[src/rtl/bfra_pkg.sv]
`default_nettype none
package bfra_pkg;

	localparam int MAX_BLOCKS = 64;
	localparam int POS_BITS = 24;
	localparam int IDX_BITS = (MAX_BLOCKS > 1) ? $clog2(MAX_BLOCKS) : 1;
	localparam int STAMP_BITS = 32;

	localparam logic [1:0] ACT_ALLOC = 2'd0;
	localparam logic [1:0] ACT_FREE = 2'd1;
	localparam logic [1:0] ACT_EXPAND = 2'd2;

	localparam logic [2:0] ST_OK = 3'd0;
	localparam logic [2:0] ST_NO_FIT = 3'd1;
	localparam logic [2:0] ST_ZERO_SIZE = 3'd2;
	localparam logic [2:0] ST_INVALID = 3'd3;
	localparam logic [2:0] ST_EXHAUSTED = 3'd4;

	typedef struct packed {
		logic [1:0]          action;
		logic [POS_BITS-1:0] request_size;
		logic [POS_BITS-1:0] release_pos;
		logic [POS_BITS-1:0] new_capacity;
	} req_t;

	typedef struct packed {
		logic [2:0]          status;
		logic [POS_BITS-1:0] alloc_pos;
		logic [POS_BITS-1:0] largest_free;
		logic                has_allocations;
	} rsp_t;

	typedef struct packed {
		logic                  valid;
		logic [POS_BITS-1:0]   start;
		logic [POS_BITS-1:0]   length;
		logic                  is_free;
		logic [STAMP_BITS-1:0] stamp;
	} entry_t;

endpackage
`default_nettype wire

[src/rtl/best_fit_range_allocator.sv]
// req_stall holds off further requests until the current result is loaded into the output register
// the descriptor ring makes three full rotations per request (search, right-neighbor search,
//   update and summary)
// a new request is taken while the previous result still waits at the output
// reset: all descriptors invalid, pool size and link stamp counter zero
`default_nettype none
module best_fit_range_allocator (
	input  wire logic           clk,
	input  wire logic           arst_n,
	input  wire logic           req_valid,
	output logic                req_stall,
	input  wire bfra_pkg::req_t req,
	output logic                rsp_valid,
	input  wire logic           rsp_stall,
	output bfra_pkg::rsp_t      rsp
);

	localparam int PB = bfra_pkg::POS_BITS;
	localparam int IB = bfra_pkg::IDX_BITS;
	localparam int SB = bfra_pkg::STAMP_BITS;

	localparam logic [2:0] S_IDLE = 3'd0;
	localparam logic [2:0] S_SCAN = 3'd1;
	localparam logic [2:0] S_RSCAN = 3'd2;
	localparam logic [2:0] S_APPLY = 3'd3;
	localparam logic [2:0] S_DONE = 3'd4;

	logic [2:0]     state_q;
	logic [IB-1:0]  cnt_q;
	bfra_pkg::req_t req_q;
	bfra_pkg::rsp_t rsp_q;
	logic           rsp_valid_q;

	logic [SB-1:0]  counter_q;
	logic [PB-1:0]  cap_q;

	logic           spare_found_q, best_found_q, b_found_q, l_found_q, r_found_q;
	logic           tail_found_q, tail_free_q;
	logic [IB-1:0]  spare_q, best_q, b_q, l_q, r_q, tail_q;
	logic [PB-1:0]  best_len_q, best_start_q, len_b_q, len_r_q;
	logic [SB-1:0]  best_age_q;
	logic [2:0]     status_q;
	logic [PB-1:0]  largest_q;
	logic           used_q;

	bfra_pkg::entry_t ring [bfra_pkg::MAX_BLOCKS];
	bfra_pkg::entry_t head, upd;
	logic             shift, last;

	assign shift = (state_q == S_SCAN) || (state_q == S_RSCAN) || (state_q == S_APPLY);
	assign last = (cnt_q == IB'(bfra_pkg::MAX_BLOCKS - 1));
	assign head = ring[0];

	for (genvar i = 0; i < bfra_pkg::MAX_BLOCKS; i++) begin : g_cell
		bfra_pkg::entry_t nxt;
		if (i == bfra_pkg::MAX_BLOCKS - 1) begin : g_tail
			assign nxt = upd;
		end else begin : g_mid
			assign nxt = ring[i+1];
		end
		bfra_cell u_cell (
			.clk(clk), .arst_n(arst_n), .shift(shift), .nxt(nxt), .cur(ring[i])
		);
	end

	// per-entry checks on the head of the ring
	logic [PB:0]   head_end;
	logic [SB-1:0] head_age;
	logic          alloc_cand, alloc_better;
	logic          exact, grow_tail, ok;
	logic [IB-1:0] keep;
	logic [PB-1:0] grow;
	logic [2:0]    status_c;

	assign head_end = {1'b0, head.start} + {1'b0, head.length};
	assign head_age = counter_q - head.stamp;
	assign alloc_cand = head.valid && head.is_free && (head.length >= req_q.request_size);
	assign alloc_better = !best_found_q || (head.length < best_len_q) ||
		((head.length == best_len_q) && (head_age < best_age_q));
	assign exact = (best_len_q == req_q.request_size);
	assign grow_tail = (cap_q != '0) && tail_found_q && tail_free_q;
	assign ok = (status_q == bfra_pkg::ST_OK);
	assign keep = l_found_q ? l_q : b_q;
	assign grow = req_q.new_capacity - cap_q;

	always_comb begin
		unique case (req_q.action)
			bfra_pkg::ACT_ALLOC: begin
				if (req_q.request_size == '0) status_c = bfra_pkg::ST_ZERO_SIZE;
				else if (!best_found_q) status_c = bfra_pkg::ST_NO_FIT;
				else if (exact) status_c = bfra_pkg::ST_OK;
				else if (!spare_found_q) status_c = bfra_pkg::ST_EXHAUSTED;
				else status_c = bfra_pkg::ST_OK;
			end
			bfra_pkg::ACT_FREE: begin
				status_c = b_found_q ? bfra_pkg::ST_OK : bfra_pkg::ST_INVALID;
			end
			bfra_pkg::ACT_EXPAND: begin
				if (req_q.new_capacity <= cap_q) status_c = bfra_pkg::ST_INVALID;
				else if (grow_tail) status_c = bfra_pkg::ST_OK;
				else if (!spare_found_q) status_c = bfra_pkg::ST_EXHAUSTED;
				else status_c = bfra_pkg::ST_OK;
			end
			default: status_c = bfra_pkg::ST_INVALID;
		endcase
	end

	// entry rewritten as it passes the head during the update rotation
	always_comb begin
		upd = head;
		if (state_q == S_APPLY && ok) begin
			case (req_q.action)
				bfra_pkg::ACT_ALLOC: begin
					if (exact) begin
						if (cnt_q == best_q) upd.is_free = 1'b0;
					end else if (cnt_q == spare_q) begin
						upd = '{valid: 1'b1, start: best_start_q, length: req_q.request_size,
							is_free: 1'b0, stamp: '0};
					end else if (cnt_q == best_q) begin
						upd.start = head.start + req_q.request_size;
						upd.length = head.length - req_q.request_size;
						upd.is_free = 1'b1;
						upd.stamp = counter_q;
					end
				end
				bfra_pkg::ACT_FREE: begin
					if (l_found_q && cnt_q == b_q) upd.valid = 1'b0;
					if (r_found_q && cnt_q == r_q) upd.valid = 1'b0;
					if (cnt_q == keep) begin
						upd.length = head.length + (l_found_q ? len_b_q : '0)
							+ (r_found_q ? len_r_q : '0);
						upd.is_free = 1'b1;
						upd.stamp = counter_q;
					end
				end
				bfra_pkg::ACT_EXPAND: begin
					if (grow_tail) begin
						if (cnt_q == tail_q) begin
							upd.length = head.length + grow;
							upd.is_free = 1'b1;
							upd.stamp = counter_q;
						end
					end else if (cnt_q == spare_q) begin
						upd = '{valid: 1'b1, start: cap_q, length: grow,
							is_free: 1'b1, stamp: counter_q};
					end
				end
				default: upd = head;
			endcase
		end
	end

	assign req_stall = (state_q != S_IDLE);
	assign rsp_valid = rsp_valid_q;
	assign rsp = rsp_q;

	always_ff @(posedge clk or negedge arst_n) begin
		if (!arst_n) begin
			state_q <= S_IDLE;
			cnt_q <= '0;
			rsp_valid_q <= 1'b0;
			counter_q <= '0;
			cap_q <= '0;
		end else begin
			if (state_q == S_DONE && (!rsp_valid_q || !rsp_stall))
				rsp_valid_q <= 1'b1;
			else if (rsp_valid_q && !rsp_stall)
				rsp_valid_q <= 1'b0;
			unique case (state_q)
				S_IDLE: begin
					if (req_valid) begin
						state_q <= S_SCAN;
						cnt_q <= '0;
					end
				end
				S_SCAN, S_RSCAN: begin
					cnt_q <= last ? '0 : cnt_q + 1'b1;
					if (last) begin
						state_q <= (state_q == S_SCAN) ? S_RSCAN : S_APPLY;
					end
				end
				S_APPLY: begin
					cnt_q <= last ? '0 : cnt_q + 1'b1;
					if (last) begin
						state_q <= S_DONE;
						if (ok && !(req_q.action == bfra_pkg::ACT_ALLOC && exact))
							counter_q <= counter_q + 1'b1;
						if (ok && req_q.action == bfra_pkg::ACT_EXPAND)
							cap_q <= req_q.new_capacity;
					end
				end
				S_DONE: begin
					if (!rsp_valid_q || !rsp_stall) begin
						state_q <= S_IDLE;
					end
				end
				default: state_q <= S_IDLE;
			endcase
		end
	end

	always_ff @(posedge clk) begin
		unique case (state_q)
			S_IDLE: begin
				req_q <= req;
				spare_found_q <= 1'b0;
				best_found_q <= 1'b0;
				b_found_q <= 1'b0;
				l_found_q <= 1'b0;
				r_found_q <= 1'b0;
				tail_found_q <= 1'b0;
			end
			S_SCAN: begin
				if (!head.valid && !spare_found_q) begin
					spare_found_q <= 1'b1;
					spare_q <= cnt_q;
				end
				if (alloc_cand && alloc_better) begin
					best_found_q <= 1'b1;
					best_q <= cnt_q;
					best_len_q <= head.length;
					best_start_q <= head.start;
					best_age_q <= head_age;
				end
				if (head.valid && !head.is_free && head.start == req_q.release_pos
					&& !b_found_q) begin
					b_found_q <= 1'b1;
					b_q <= cnt_q;
					len_b_q <= head.length;
				end
				if (head.valid && head.is_free && head_end == {1'b0, req_q.release_pos}
					&& !l_found_q) begin
					l_found_q <= 1'b1;
					l_q <= cnt_q;
				end
				if (head.valid && head_end == {1'b0, cap_q}) begin
					tail_found_q <= 1'b1;
					tail_q <= cnt_q;
					tail_free_q <= head.is_free;
				end
			end
			S_RSCAN: begin
				// right neighbor starts where the released block ends
				if (b_found_q && head.valid && head.is_free && !r_found_q &&
					{1'b0, head.start} == {1'b0, req_q.release_pos} + {1'b0, len_b_q}) begin
					r_found_q <= 1'b1;
					r_q <= cnt_q;
					len_r_q <= head.length;
				end
				if (last) begin
					status_q <= status_c;
					largest_q <= '0;
					used_q <= 1'b0;
				end
			end
			S_APPLY: begin
				if (upd.valid) begin
					if (upd.is_free) begin
						if (upd.length > largest_q) largest_q <= upd.length;
					end else begin
						used_q <= 1'b1;
					end
				end
			end
			S_DONE: begin
				if (!rsp_valid_q || !rsp_stall) begin
					rsp_q.status <= status_q;
					rsp_q.alloc_pos <= (ok && req_q.action == bfra_pkg::ACT_ALLOC)
						? best_start_q : '0;
					rsp_q.largest_free <= largest_q;
					rsp_q.has_allocations <= used_q;
				end
			end
			default: ;
		endcase
	end

endmodule
`default_nettype wire

[src/rtl/bfra_cell.sv]
`default_nettype none
module bfra_cell (
	input  wire logic             clk,
	input  wire logic             arst_n,
	input  wire logic             shift,
	input  wire bfra_pkg::entry_t nxt,
	output bfra_pkg::entry_t      cur
);

	logic                            valid_q;
	logic [bfra_pkg::POS_BITS-1:0]   start_q;
	logic [bfra_pkg::POS_BITS-1:0]   length_q;
	logic                            is_free_q;
	logic [bfra_pkg::STAMP_BITS-1:0] stamp_q;

	always_ff @(posedge clk or negedge arst_n) begin
		if (!arst_n) begin
			valid_q <= 1'b0;
		end else if (shift) begin
			valid_q <= nxt.valid;
		end
	end

	always_ff @(posedge clk) begin
		if (shift) begin
			start_q <= nxt.start;
			length_q <= nxt.length;
			is_free_q <= nxt.is_free;
			stamp_q <= nxt.stamp;
		end
	end

	assign cur = '{valid: valid_q, start: start_q, length: length_q,
		is_free: is_free_q, stamp: stamp_q};

endmodule
`default_nettype wire
[config.mk]
export PLATFORM = sky130hd
export DESIGN_NAME = best_fit_range_allocator
export DESIGN_NICKNAME = d
export VERILOG_FILES = /design/src/rtl/bfra_pkg.sv /design/src/rtl/best_fit_range_allocator.sv /design/src/rtl/bfra_cell.sv
export SDC_FILE = /design/constraint.sdc
export NUM_CORES = 2
export LEC_CHECK = 0
export ABC_AREA = 1
export BUFFER_PORTS_ARGS = -buffer_cell sky130_fd_sc_hd__buf_4
export CELL_PAD_IN_SITES_DETAIL_PLACEMENT = 1
export CELL_PAD_IN_SITES_GLOBAL_PLACEMENT = 2
export CORE_AREA = 3 3 624 626
export DETAILED_ROUTE_END_ITERATION = 7
export DIE_AREA = 0 0 627 629
export HOLD_SLACK_MARGIN = 0.1
export MAX_ROUTING_LAYER = met4
export PLACE_DENSITY = 0.86
export SLEW_MARGIN = 10
export SYNTH_ARGS = -nofsm -noshare
export SYNTH_HDL_FRONTEND = slang
export SYNTH_SLANG_ARGS = --single-unit
[constraint.sdc]
create_clock -name clk -period 289.1 [get_ports clk]
set_input_delay 14.455 -clock clk [delete_from_list [all_inputs] [get_ports clk]]
set_output_delay 14.455 -clock clk [all_outputs]
set_load 0.02 [all_outputs]
* Yosys cells after proc, flatten, opt, wreduce, memory -nomap -nowiden *
Index checks and enable logic that the tools add are counted.

word-level totals
  register bits = 5639
  input bits = 78
  output and inout port bits = 54
  word-level logic and storage cells = 539

cells by class
  $add $sub $neg = 11
  magnitude comparators = 5
  equality and inequality tests = 34
  muxes and demuxes = 61
  reductions and logical operators = 74

operators by type and width
  cell                     number
  $mux W57                 3
  $pmux W57 S3             1
  $mux W82                 2
  $mux W81                 2
  $mux W24                 6
  $add A24 B24 Y24         4
  $pmux W24 S2             2
  $eq A24 B24 Y1           3
  $add A24 B24 Y25         2
  $eq A25 B24 Y1           2
  $mux W49                 1
  $sub A24 B24 Y24         2
  $eq A6 B6 Y1             6
  $add A32 B1 Y32 const B  1
  $lt A32 B32 Y1           1
  $mux W32                 1
  $sub A32 B32 Y32         1
  $mux W3                  10
  $reduce_and A2 Y1        15
  $logic_and A1 B1 Y1      26
  $eq A24 B25 Y1           1
  $mux W25                 1
  $ge A24 B24 Y1           1
  $gt A24 B24 Y1           1
  32 further kinds         90

* Longest topological paths before layout *
  depth after elaboration = 11
  depth in mapped cells = 37
  depth with buffers taken out = 37

* Modules after synthesis *
A second synthesis with hierarchy kept.

second synthesis, totals
  cells, all modules = 10192
  area, all modules = 193167.8 µm²

modules (own cells, without submodules)
  module                    times used  cells each  area an instance (µm²)  sequential area each (µm²)
  bfra_cell                 64          88          2487.4                  2457.4
  best_fit_range_allocator  1           4560        33975.1                 11410.9

* Least setup slack after synthesis *
No wires, ideal clock.

  kind = register to register
  start point = register state_q[1]
  end point = register g_cell[0].u_cell.is_free_q, enable pin
  library setup time = 7.578 ns
  data arrival time = 139.850 ns
  data required time = 281.522 ns
  path slack = 141.673 ns
  stages on the path, launching flop included = 4
  path buffers = 1
  period minus slack after synthesis = 147.427 ns
  cells stage by stage = dfrtp_1 -> nor2_1 -> nor2_1 -> clkbuf_1

on the way
  word-level cells in the longest chain between the ends = 3
  elaborated cells on any way between the ends = 5
  those cells by class = eq/ne: 3; reduce/logical: 2

ends and longest elaborated chain
  item                                          line                             text
  start, declared                               best_fit_range_allocator.sv:28   logic [2:0] state_q;
  start signal, assigned                        best_fit_range_allocator.sv:179  state_q <= (state_q == S_SCAN) ? S_RSCAN : S_APPLY;
  $eq A3 B1 Y1 or $eq A3 B2 Y1 (tied branches)  best_fit_range_allocator.sv:50   assign shift = (state_q == S_SCAN) || (state_q == S_RSCAN) || (state_q == S_APPLY);
  $logic_or A1 B1 Y1                            best_fit_range_allocator.sv:50
  $logic_or A1 B1 Y1 *                          best_fit_range_allocator.sv:50
  via g_cell[0].u_cell.shift                    bfra_cell.sv:5                   input wire logic shift,
  end signal, assigned                          bfra_cell.sv:28                  is_free_q <= nxt.is_free;
  end, declared                                 bfra_cell.sv:13                  logic is_free_q;

The timed path passes the listed nets; every way through them passes the cells marked *.
A chain may end at the register's enable or synchronous reset.

* Final worst setup path *
  start point = register state_q[2]
  end point = output port req_stall

on the way
  word-level cells in the longest chain between the ends = 1

ends and longest elaborated chain
  item                line                             text
  $reduce_bool A3 Y1  best_fit_range_allocator.sv:153  assign req_stall = (state_q != S_IDLE);
  end, declared       best_fit_range_allocator.sv:11   output logic req_stall,

Every way passes these cells.

==> impl_metrics.ini <==
[timing]
setup_slack_ns = 271.98
clock_skew_ns = 0.0687
fmax_mhz = 58.4
hold_viol = 0
whs_ns = 0.392
period_minus_slack_ns = 17.12
max_slew_margin_pct = 21.3
grt_setup_unrepaired = false
setup_viol_count_final = 0
tns_ns = 0
tightest_slew_ns = 1.18
maxSlewViolCount = 0
finalCritPeriodShare_pct = 5.92

[routing]
first_iter_violations = 8614
ant_nets = 0
wl_per_cell_um = 27.6
via_per_inst = 5.38
drc_errors = 0
drtPass1Iterations = 5
vias = 86800
wl_mm = 445

[floorplan]
fp.coreArea_um2 = 385000
die-area_um2 = 394000
die_h_um = 629
fp-row-count = 228
start_util_pct = 49.9
die_w_um = 627
ioPinCount = 132

[setup_path]
cp_top_family = buffers and inverters
crit_arrival_ns = 2.67
cp_slowest_cell = dfrtp_1
cp-start-kind = register
critPathKind = register to output port
end_kind = output port
crit_chain = inv_1, nand2_1, nor2_4, buf_4, inv_1, buf_4
critPathRequiredTime_ns = 274.65
cp_slowest_stage_delay_ns = 0.45
crit_fanout = 22
critPathBufInv = 4

[placement]
portBuffers = 131
dp_hpwl_mm = 267
placedCellCount = 15100
pre_cts_slack_ns = 272.48
dpl_cell_area_um2 = 200000
globalplace.congestion = 0.943

[cts]
clock_sinks = 5639
clk_path_buf_depth = 4
numCtsBuffers = 548
h-tree-depth = 6
holdBufCountCts = 0
cts_tree = done
post_cts.repair.setup_buffers = 0
cts-resized-gates = 0
root_buffer = clkbuf_16
clk_latency_ns = 1.02
clk_pin_slew_ns = 0.06

[synth]
ys_seq_area_share_pct = 87.9
synth-async-reset-ratio_pct = 2.31
synth_top_area_share_pct = 86.2
syn_inst = 9928
yosys-top-cells-area = edfxtp_1 (86%), nand2_1 (2.3%), ha_1 (1.8%)
ys_warn_count = 0
syn-num-nets = 10300
synth_area_per_cell_um2 = 19.3
synth_cell_types = 75
ys.flop_type = edfxtp_1
synth_area_um2 = 192000
ys_ff_latch = 5639
synth_edf_count = 5509
synth.largest_area_cell = edfxtp_1

[status]
outcome = completed

[finish]
nets = 11000
drive_gt1_share_pct = 10.2
fin_area_um2 = 218000
final_cells = 16200
syn_to_final_growth_pct = 13.4

[power]
p_leak_nw = 73.5
p_int_mw = 1.78
irDropWorstVdd_mv = 0.0151
seq_power_share_pct = 58.5
power.clock.fraction_pct = 28.9
swShare_pct = 27.8
p_sw_mw = 0.686
combPwrFrac_pct = 12.5
power_density_nw_per_um2 = 11.3

[grt]
grt_pass1_wl_mm = 645
overflow = 0
antenna_found_initial = 23
globalRouteTotalUtil_pct = 23.3
grt_pass1_vias = 91800
grt_max_degree = 212

[worst_hold_path]
hp-class = register to register

[job]
drv_cap = 0
==> worst reg2reg max path, stage by stage, from the launching register on <==
cell	delay, ns
dfrtp_1	0.50
ha_1	0.44
nand2_1	0.11
nor2_1	0.05
a211oi_1	0.60
o21ai_1	0.29
a21boi_2	0.31
o21ai_1	0.23
a21oi_1	0.33
o21ai_0	0.21
xor2_1	0.25
ha_1	0.39
nand2_1	0.11
nor2_1	0.25
nand4_1	0.23
nor4_1	0.30
o21ai_0	0.22
nand2_1	0.28
nand2_1	0.27
nand2_1	0.18
clkinv_2	0.66
buf_4	0.70
==> layer usage <==
layer | vias to the layer above | wire, um | track usage [%]
met5 | - | 0 | -
met1 | 44800 | 182000 | 30.0
li1 | 38700 | - | -
met4 | 0 | 16000 | 7.62
met2 | 2569 | 225000 | 38.4
met3 | 768 | 22600 | 3.28
==> cell usage after synthesis (28+ instances only) <==
library cell	instances
o21ai_1	37
nand3_1	244
fa_1	31
o22ai_1	39
inv_1	649
nor3_1	69
o211ai_1	45
edfxtp_1	5509
xor2_1	151
clkbuf_1	50
nand2_1	1155
dfrtp_1	130
xnor2_1	68
ha_1	278
a21o_1	28
o21ai_0	255
nor2_1	395
a21oi_1	381
nand4_1	91
==> layout by cell type (no fill, tap or decap), drive strengths merged, types with 76 or more instances in the layout <==
master  netlist  routed
a21oi       391     391
buf          44     255
clkbuf       50     667
clkinv        1     230
dfrtp       130     130
edfxtp     5509    5509
ha          278     278
inv         669     699
nand2      1169    1169
nand3       246     246
nand4        92      92
nor2        405     405
nor3         76      76
o21ai       295     295
xor2        151     151
==> area by class of cell <==
| class | instances | area, um2 |
|---|---|---|
| clock inverters | 325 | 3360 |
| multi-input cells | 3525 | 20300 |
| flip-flops and latches | 5639 | 169000 |
| well taps | 5060 | 6330 |
| inverters | 670 | 2520 |
| repair buffers | 255 | 2020 |
| clock buffers | 667 | 14500 |
| diodes | 10 | 25.0 |
| fillers | 33800 | 167000 |
==> worst paths after layout <==
path | end | slack, ns | from | cells after the start
max | req_stall | 271.98 | state_q[2]$_DFFE_PN0P_ | 6
min | g_cell[29].u_cell.start_q[17]$_DFFE_PP_ | 0.39 | g_cell[30].u_cell.start_q[17]$_DFFE_PP_ | 0
max reg2reg | best_len_q[23]$_DFFE_PP_ | 281.77 | counter_q[2]$_DFFE_PN0P_ | 21
min reg2reg | g_cell[29].u_cell.start_q[17]$_DFFE_PP_ | 0.39 | g_cell[30].u_cell.start_q[17]$_DFFE_PP_ | 0
max in group asynchronous | g_cell[34].u_cell.valid_q$_DFFE_PN0P_ | 274.29 | arst_n | 2
min in group asynchronous | rsp_valid$_DFFE_PN0P_ | 13.52 | arst_n | 1
==> power groups by stage <==
stage,Sequential [mW],Combinational [mW],Clock (mW)
after CTS,1.46,0.310,0.734
after floorplan,4.28,0.207,0
final,1.45,0.309,0.715
after global placement,1.43,0.299,0
after global routing,1.47,0.345,0.765
after detailed placement,1.45,0.313,0
==> flip-flops by register name (all words and copies together) (netlist names), 32 cells and up <==
register                 cells
counter_q                   32
g_cell.u_cell.start_q     1536
g_cell.u_cell.length_q    1536
rsp                         52
g_cell.u_cell.is_free_q     64
best_age_q                  32
g_cell.u_cell.valid_q       64
req_q                       74
g_cell.u_cell.stamp_q     2048
==> cell families after synthesis <==
kind of cell,share of synthesized area [%]
AO/OA/AOI/OAI,2.81
flip-flops,87.9
adder cells (fa/ha/maj),2.14
AND/OR/NAND/NOR,4.57
buffers and inverters,1.56
XOR/XNOR,1.05
==> through the flow <==
stage | utilization [%] | power, mW
final | 56.6 | 2.47
after global routing | 56.6 | 2.59
after CTS | 56.6 | 2.50
after detailed placement | 51.9 | 1.76
after global placement | 51.9 | 1.73
after floorplan | - | 4.49
Note: power is estimated with default switching activity, not from simulation.
